<file path="config.mk">
export PLATFORM = sky130hd
export DESIGN_NAME = date_add_days
export DESIGN_NICKNAME = d
export VERILOG_FILES = /design/src/rtl/core/dad_pkg.sv /design/src/rtl/core/dad_sub.sv /design/src/rtl/core/dad_ctrl.sv /design/src/rtl/core/dad_dpath.sv /design/src/rtl/core/date_add_days.sv
export SDC_FILE = /design/constraint.sdc
export NUM_CORES = 1
export LEC_CHECK = 0
export ABC_AREA = 1
export BUFFER_PORTS_ARGS = -buffer_cell sky130_fd_sc_hd__clkbuf_2
export CAP_MARGIN = 20
export CORE_ASPECT_RATIO = 1.2
export CORE_MARGIN = 5
export CORE_UTILIZATION = 25
export CTS_CLUSTER_DIAMETER = 200
export DETAILED_ROUTE_END_ITERATION = 10
export MAX_ROUTING_LAYER = met4
export SYNTH_ARGS = -nofsm -noshare
export SYNTH_HDL_FRONTEND = slang
export SYNTH_HIERARCHICAL = 1
export SYNTH_SLANG_ARGS = --single-unit
</file>
<file path="constraint.sdc">
create_clock -name clk_i -period 6.55 [get_ports clk_i]
set_clock_uncertainty 0.2 [all_clocks]
set_input_delay 0.3275 -clock clk_i [delete_from_list [all_inputs] [get_ports clk_i]]
set_output_delay 0.3275 -clock clk_i [all_outputs]
set_load 0.02 [all_outputs]
</file>
<file path="src/rtl/core/dad_pkg.sv">
// Package for the date adder: field widths, sequencer state and control types,
// and the month-length and leap-year helpers.
// Used by every module in rtl/core; it depends on nothing.
package dad_pkg;

  localparam int unsigned DayW   = 5;
  localparam int unsigned MonW   = 4;
  localparam int unsigned YearW  = 14;
  localparam int unsigned CountW = 16;
  localparam int unsigned RemW   = 9;   // holds a year modulo 400
  localparam int unsigned StepW  = 3;

  localparam int unsigned YearMod  = 400;
  localparam int unsigned RemSteps = 6;  // 400 << 5 is the largest divisor step
  localparam int unsigned LeapDays = 29;
  localparam int unsigned FebDays  = 28;

  localparam logic [MonW-1:0]  MonJan  = 4'd1;
  localparam logic [MonW-1:0]  MonFeb  = 4'd2;
  localparam logic [MonW-1:0]  MonDec  = 4'd12;
  localparam logic [YearW-1:0] YearTop = '1;

  typedef enum logic [2:0] {
    ST_IDLE,
    ST_REM,
    ST_CLAMP,
    ST_WALK,
    ST_DONE
  } state_e;

  typedef struct packed {
    logic             load;
    logic             rem;
    logic             clamp;
    logic             walk;
    logic [StepW-1:0] step;
  } ctrl_t;

  typedef struct packed {
    logic walk_done;
  } status_t;

  // Leap rule on a year already reduced modulo 400.
  function automatic logic is_leap(logic [RemW-1:0] r);
    logic cent;
    cent = (r == 9'd100) || (r == 9'd200) || (r == 9'd300);
    return (r[1:0] == 2'b00) && !cent;
  endfunction

  function automatic logic [DayW-1:0] month_len(logic [MonW-1:0] m, logic leap);
    logic [DayW-1:0] len;
    case (m)
      4'd2:                       len = leap ? DayW'(LeapDays) : DayW'(FebDays);
      4'd4, 4'd6, 4'd9, 4'd11:    len = 5'd30;
      default:                    len = 5'd31;
    endcase
    return len;
  endfunction

endpackage

</file>
<file path="src/rtl/core/dad_sub.sv">
// Shared subtract-and-compare unit of the date adder.
// Depends on dad_pkg for the operand width.
module dad_sub
  import dad_pkg::*;
(
  input  logic [CountW-1:0] a_i,
  input  logic [CountW-1:0] b_i,
  output logic [CountW-1:0] diff_o,
  output logic              borrow_o
);

  assign {borrow_o, diff_o} = {1'b0, a_i} - {1'b0, b_i};

endmodule

</file>
<file path="src/rtl/core/dad_ctrl.sv">
// Sequencer of the date adder: load, reduce the year, clamp, walk months, deliver.
// Depends on dad_pkg for the state enum and the control structs.
module dad_ctrl
  import dad_pkg::*;
(
  input  logic    clk_i,
  input  logic    rst_ni,
  input  logic    in_valid_i,
  input  logic    out_ready_i,
  input  status_t status_i,
  output ctrl_t   ctrl_o,
  output logic    in_ready_o,
  output logic    out_valid_o
);

  state_e           state_q, state_d;
  logic [StepW-1:0] step_q, step_d;

  always_ff @(posedge clk_i or negedge rst_ni) begin
    if (!rst_ni) begin
      state_q <= ST_IDLE;
      step_q  <= '0;
    end else begin
      state_q <= state_d;
      step_q  <= step_d;
    end
  end

  always_comb begin
    state_d = state_q;
    step_d  = step_q;
    unique case (state_q)
      ST_IDLE: begin
        if (in_valid_i) begin
          state_d = ST_REM;
          step_d  = StepW'(RemSteps - 1);
        end
      end
      ST_REM: begin
        if (step_q == '0) begin
          state_d = ST_CLAMP;
        end else begin
          step_d = step_q - 1'b1;
        end
      end
      ST_CLAMP: state_d = ST_WALK;
      ST_WALK: begin
        if (status_i.walk_done) begin
          state_d = ST_DONE;
        end
      end
      ST_DONE: begin
        if (out_ready_i) begin
          state_d = ST_IDLE;
        end
      end
      default: state_d = ST_IDLE;
    endcase
  end

  always_comb begin
    ctrl_o      = '0;
    ctrl_o.step = step_q;
    in_ready_o  = 1'b0;
    out_valid_o = 1'b0;
    unique case (state_q)
      ST_IDLE: begin
        in_ready_o  = 1'b1;
        ctrl_o.load = in_valid_i;
      end
      ST_REM:   ctrl_o.rem   = 1'b1;
      ST_CLAMP: ctrl_o.clamp = 1'b1;
      ST_WALK:  ctrl_o.walk  = 1'b1;
      ST_DONE:  out_valid_o  = 1'b1;
      default:  ;
    endcase
  end

endmodule

</file>
<file path="src/rtl/core/dad_dpath.sv">
// Datapath of the date adder: date and count registers, year-mod-400 tracker,
// and the operand selection around the shared subtract unit.
// Depends on dad_pkg and instantiates dad_sub.
module dad_dpath
  import dad_pkg::*;
(
  input  logic              clk_i,
  input  ctrl_t             ctrl_i,
  input  logic [DayW-1:0]   start_day_i,
  input  logic [MonW-1:0]   start_month_i,
  input  logic [YearW-1:0]  start_year_i,
  input  logic [CountW-1:0] days_to_add_i,
  output status_t           status_o,
  output logic [DayW-1:0]   end_day_o,
  output logic [MonW-1:0]   end_month_o,
  output logic [YearW-1:0]  end_year_o
);

  logic [DayW-1:0]   day_q, day_d;
  logic [MonW-1:0]   mon_q, mon_d;
  logic [YearW-1:0]  year_q, year_d;
  logic [CountW-1:0] cnt_q, cnt_d;
  logic [YearW-1:0]  rem_q, rem_d;

  logic [CountW-1:0] sub_a, sub_b, sub_diff;
  logic              sub_borrow;
  logic              leap;
  logic [DayW-1:0]   len, left;
  logic [MonW-1:0]   mon_in;

  assign leap = is_leap(rem_q[RemW-1:0]);
  assign len  = month_len(mon_q, leap);
  assign left = len - day_q;

  always_comb begin
    if (start_month_i < MonJan) begin
      mon_in = MonJan;
    end else if (start_month_i > MonDec) begin
      mon_in = MonDec;
    end else begin
      mon_in = start_month_i;
    end
  end

  // During the year reduction the unit does one restoring step of rem - (400 << k);
  // during the walk it compares the count against the days left plus one.
  always_comb begin
    if (ctrl_i.rem) begin
      sub_a = CountW'(rem_q);
      sub_b = CountW'(YearMod) << ctrl_i.step;
    end else begin
      sub_a = cnt_q;
      sub_b = CountW'(left) + 1'b1;
    end
  end

  dad_sub u_sub (
    .a_i      (sub_a),
    .b_i      (sub_b),
    .diff_o   (sub_diff),
    .borrow_o (sub_borrow)
  );

  assign status_o.walk_done = sub_borrow;

  always_comb begin
    day_d  = day_q;
    mon_d  = mon_q;
    year_d = year_q;
    cnt_d  = cnt_q;
    rem_d  = rem_q;
    if (ctrl_i.load) begin
      day_d  = start_day_i;
      mon_d  = mon_in;
      year_d = start_year_i;
      cnt_d  = days_to_add_i;
      rem_d  = start_year_i;
    end else if (ctrl_i.rem) begin
      if (!sub_borrow) begin
        rem_d = sub_diff[YearW-1:0];
      end
    end else if (ctrl_i.clamp) begin
      if (day_q == '0) begin
        day_d = 5'd1;
      end else if (day_q > len) begin
        day_d = len;
      end
    end else if (ctrl_i.walk) begin
      if (sub_borrow) begin
        // The count fits inside this month, so it is below 31.
        day_d = day_q + cnt_q[DayW-1:0];
        cnt_d = '0;
      end else begin
        cnt_d = sub_diff;
        day_d = 5'd1;
        if (mon_q == MonDec) begin
          mon_d  = MonJan;
          year_d = year_q + 1'b1;
          // The 14-bit year wraps to zero, which is a multiple of 400.
          if (year_q == YearTop || rem_q == YearW'(YearMod - 1)) begin
            rem_d = '0;
          end else begin
            rem_d = rem_q + 1'b1;
          end
        end else begin
          mon_d = mon_q + 1'b1;
        end
      end
    end
  end

  always_ff @(posedge clk_i) begin
    day_q  <= day_d;
    mon_q  <= mon_d;
    year_q <= year_d;
    cnt_q  <= cnt_d;
    rem_q  <= rem_d;
  end

  assign end_day_o   = day_q;
  assign end_month_o = mon_q;
  assign end_year_o  = year_q;

endmodule

</file>
<file path="src/rtl/core/date_add_days.sv">
// Top level of the date adder: stream ports, sequencer and datapath.
// Depends on dad_pkg; instantiates dad_ctrl and dad_dpath.
//
//   channel  dir  beat contents
//   s_axis   in   start date and day count
//   m_axis   out  resulting date
//
// Each beat first reduces the year modulo 400 on the shared subtract unit, then
// clamps the day and walks the months on the same unit, one month per cycle.
// s_axis_tready is high only while the block is idle; the result is held on
// m_axis until it is taken, and a new beat is accepted the cycle after.
// Reset clears the sequencer only; the datapath holds no state between beats.
module date_add_days
  import dad_pkg::*;
(
  input  logic        clk_i,
  input  logic        rst_ni,
  input  logic        s_axis_tvalid,
  output logic        s_axis_tready,
  input  logic [39:0] s_axis_tdata,   // start_day, start_month, start_year, days_to_add
  output logic        m_axis_tvalid,
  input  logic        m_axis_tready,
  output logic [23:0] m_axis_tdata    // end_day, end_month, end_year
);

  ctrl_t   ctrl;
  status_t status;

  logic [DayW-1:0]  end_day;
  logic [MonW-1:0]  end_month;
  logic [YearW-1:0] end_year;

  dad_ctrl u_ctrl (
    .clk_i       (clk_i),
    .rst_ni      (rst_ni),
    .in_valid_i  (s_axis_tvalid),
    .out_ready_i (m_axis_tready),
    .status_i    (status),
    .ctrl_o      (ctrl),
    .in_ready_o  (s_axis_tready),
    .out_valid_o (m_axis_tvalid)
  );

  dad_dpath u_dpath (
    .clk_i         (clk_i),
    .ctrl_i        (ctrl),
    .start_day_i   (s_axis_tdata[4:0]),
    .start_month_i (s_axis_tdata[8:5]),
    .start_year_i  (s_axis_tdata[22:9]),
    .days_to_add_i (s_axis_tdata[38:23]),
    .status_o      (status),
    .end_day_o     (end_day),
    .end_month_o   (end_month),
    .end_year_o    (end_year)
  );

  assign m_axis_tdata = {1'b0, end_year, end_month, end_day};

`ifndef SYNTHESIS
  a_one_side: assert property (@(posedge clk_i) disable iff (!rst_ni)
    !(s_axis_tready && m_axis_tvalid))
    else $error("input ready while a result is pending");

  a_busy_after_accept: assert property (@(posedge clk_i) disable iff (!rst_ni)
    (s_axis_tvalid && s_axis_tready) |=> !s_axis_tready)
    else $error("ready stayed high after an accepted beat");

  a_month_range: assert property (@(posedge clk_i) disable iff (!rst_ni)
    m_axis_tvalid |-> (end_month >= MonJan && end_month <= MonDec))
    else $error("result month out of range");

  a_day_nonzero: assert property (@(posedge clk_i) disable iff (!rst_ni)
    m_axis_tvalid |-> (end_day != '0))
    else $error("result day is zero");
`endif

endmodule
</file>
==> results.cfg <==
[cells_and_area]
fillCellCount = 2374
syn_to_final_growth_pct = 18.12
layout.cells.most_common_list = 222 x nand2_1, 166 x inv_1, 74 x nor2_1, 67 x clkbuf_2, 53 x edfxtp_1
final_nets = 949
fraction_of_layout_cells_with_a_size_suffix_above_1 = 0.1366
multiInputGateArea_um2 = 2977
layout.cells.most_common = nand2_1
seqCellArea_um2 = 1742
n_antenna_cell = 0

[detailed_routing]
postRouteAntennaNets = 0
postRouteWirelength_um = 15220
avgRoutedWirePerCell_um = 13.29
detail_route.drc_violations = 0
drt_pass1_iterations = 5
detailedRoute.firstIterationViolations = 289
routed-via-count = 5032
drt-vias-per-instance = 4.395

[global_route]
grt.total_usage = 0.1285
number_of_global_route_vias_before_repair = 4846
gr-usage-met1 = 0.1563
grt_start_max_net_pins = 41
gr-total-overflow = 0
antenna_found_initial = 0
grt_pass1_wl_um = 24360
groute.layer.met2.usage = 0.2205
groute.layer.met3.usage = 0.01502
layer_with_the_highest_usage = met2

[place]
routabilityCongestion = 0.8861
numPortBuffers = 67
dp.final_hpwl_um = 11880

[flow_run]
timing.max_cap.violations = 0

[critical_path]
timing.reg2reg.worst_path_depth = 24
cp.arrival_ps = 4800
crit_chain = inv_1, ha_1, nand3_1, inv_1, nand3_1, and2_1, ha_1, fa_1, xnor2_1, nand2_1, nor2_1, and2_1, nand2_1, o21ai_0, inv_1, ha_1, nand2_1, nor2_1, nand2_2, nand2_2, a21oi_1, inv_1, nor2_1, nor3_1
cp-end-kind = flop
worstSetupPathType = reg2reg
required_time_of_the_critical_path_ps = 6310
critical_path_cell_count = 24
timing.critical_path.slowest_stage_cell = nor3_1
cp-start-kind = flop
slowest_delay_ps = 530
critPathBufInv = 4
worst_path_dominant_cell_family = simple AND/OR/NAND/NOR gates
crit_path_frequent_cell = inv_1
timing.critical_path.fanout_max = 6

[die]
die_area_um2 = 24710
ioPinCount = 70
die_x_um = 144.3
coreArea_um2 = 21480
row_count = 59
initial_core_utilization = 0.2520
die_height_um = 171.2

[logic_synthesis]
avgSynthCellArea_um2 = 6.793
synth_cell_type_count = 43
synth_seq_cells = 59
synth_nets = 880
netlist_instances = 797
yosys_warnings = 6
yosysSeqAreaShare = 0.3217
netlist_area_um2 = 5414

[sta]
post-route-min-period_ps = 5042
max_freq_mhz = 198.3
max_slew.worst_pin.slew_ps = 906.8
slew-limit-headroom = 0.3948
final-setup-viol-count = 0
rsz_0062_raised_after_global_routing = no
timing.final.max_slew_violations = 0
totalNegativeSetupSlack_ps = 0
number_of_hold_violations_in_the_final_report = 0
fin_crit_sh = 0.7698

[clock_tree]
tritoncts = yes
cts.repair.resized = 0
insertion_delay_ps = 330
cts_made_buffers = 9
postCtsSetupBuffers = 0
cts-root-to-sink-buffers = 2
h_tree_level_count = 3
clock-root-buffer = clkbuf_16
clock_sink_count = 59
clk_pin_slew_ps = 50

[hold_path]
hold-path-cell-count = 3
hold_crit_class = in2reg

[run_status]
status = finished, final reports clean
repair_timing:
action                                  CTS  global route
hold endpoints to repair                  6             0
endpoints found under the setup margin    0             0
hold buffers                              1             0
through the flow:
step | setup WS, ps | instances | util | area (µm²) | hold slack [ps]
global route | 1107 | 1145 | 0.2977 | 6395 | 90.98
CTS | 1532 | 1145 | 0.2977 | 6395 | 72.28
global placement | 1610 | 1128 | 0.2828 | 6076 | -33.16
detailed placement | 1555 | 1128 | 0.2828 | 6076 | -33.81
finish | 1508 | 1145 | 0.2977 | 6395 | 87.83
floorplan | 1012 | 797 | - | 5414 | -168.1
cell families (layout without fill, tap and decap cells):
group | after synthesis | after routing | synth area share
flops | 59 | 59 | 0.3217
other cells | 1 | 1 | 0.0006927
simple gates | 382 | 382 | 0.2993
compound gates | 103 | 103 | 0.1077
fa+ha+maj | 39 | 39 | 0.09429
xor+xnor | 28 | 28 | 0.04530
buf+inv | 185 | 259 | 0.1310
final cells by class:
cell class                      instances  share of cell area
Clock buffer                           10             0.03581
Tap cell                              274             0.05361
Clock inverter                          6             0.01252
Timing Repair Buffer                   74             0.06104
Sequential cell                        59              0.2724
Inverter                              169             0.09920
Multi-Input combinational cell        553              0.4655
cell usage after synthesis (all sizes together):
master	count	area [µm²]
nand2	235	914.6
inv	169	634.4
nor2	82	330.3
o21ai	55	282.8
edfxtp	53	1592
nand3	39	200.2
ha	36	450.4
xor2	20	175.2
a21oi	17	85.08
o22ai	16	100.1
nor3	14	96.35
buf	9	48.79
xnor2	8	70.07
clkbuf	7	26.28
dfrtp	6	150.1
o211ai	6	45.04
nand4	4	25.02
and2	3	21.27
fa	3	60.06
o21bai	3	22.52
nor4	2	12.51
o31ai	2	15.01
or2	2	12.52
a211oi	1	7.510
a22o	1	8.760
a2bb2oi	1	8.760
conb	1	3.750
nand3b	1	7.510
o21a	1	7.510
state kept, by name (all words and copies together) (netlist names):
signal and flops:
u_dpath/rem_q 14, u_dpath/end_month_o 4, u_ctrl/step_q 3, u_dpath/end_year_o 14, u_ctrl/state_q 3, u_dpath/end_day_o 5
u_dpath/cnt_q 16
worst min-delay path: cells and delay by family:
kind / cells / cell delay (ps)
simple gates: 1 / 40
buf+inv: 1 / 70
compound gates: 1 / 60
worst paths after layout:
| path | slack, ps | from | endpoint |
|---|---|---|---|
| max reg2reg | 1510 | u_dpath/end_month_o[0] | u_dpath/end_month_o[3] |
| min reg2reg | 420 | u_ctrl/step_q[0] | u_ctrl/step_q[0] |
| min in group asynchronous | 160 | rst_ni | u_ctrl/state_q[0] |
| max | 1510 | u_dpath/end_month_o[0] | u_dpath/end_month_o[3] |
| max in group asynchronous | 5840 | rst_ni | u_ctrl/step_q[1] |
| min | 90 | s_axis_tdata[23] | u_dpath/cnt_q[0] |
routing by layer:
metal	share of wire	vias to the layer above
met2	0.50	110
met1	0.44	2258
li1	-	2644
met3	0.035	20
met4	0.023	0
met5	0	-
Power is not shown: default switching activity piles up to over one toggle a cycle in this logic, so the estimate is an artifact.
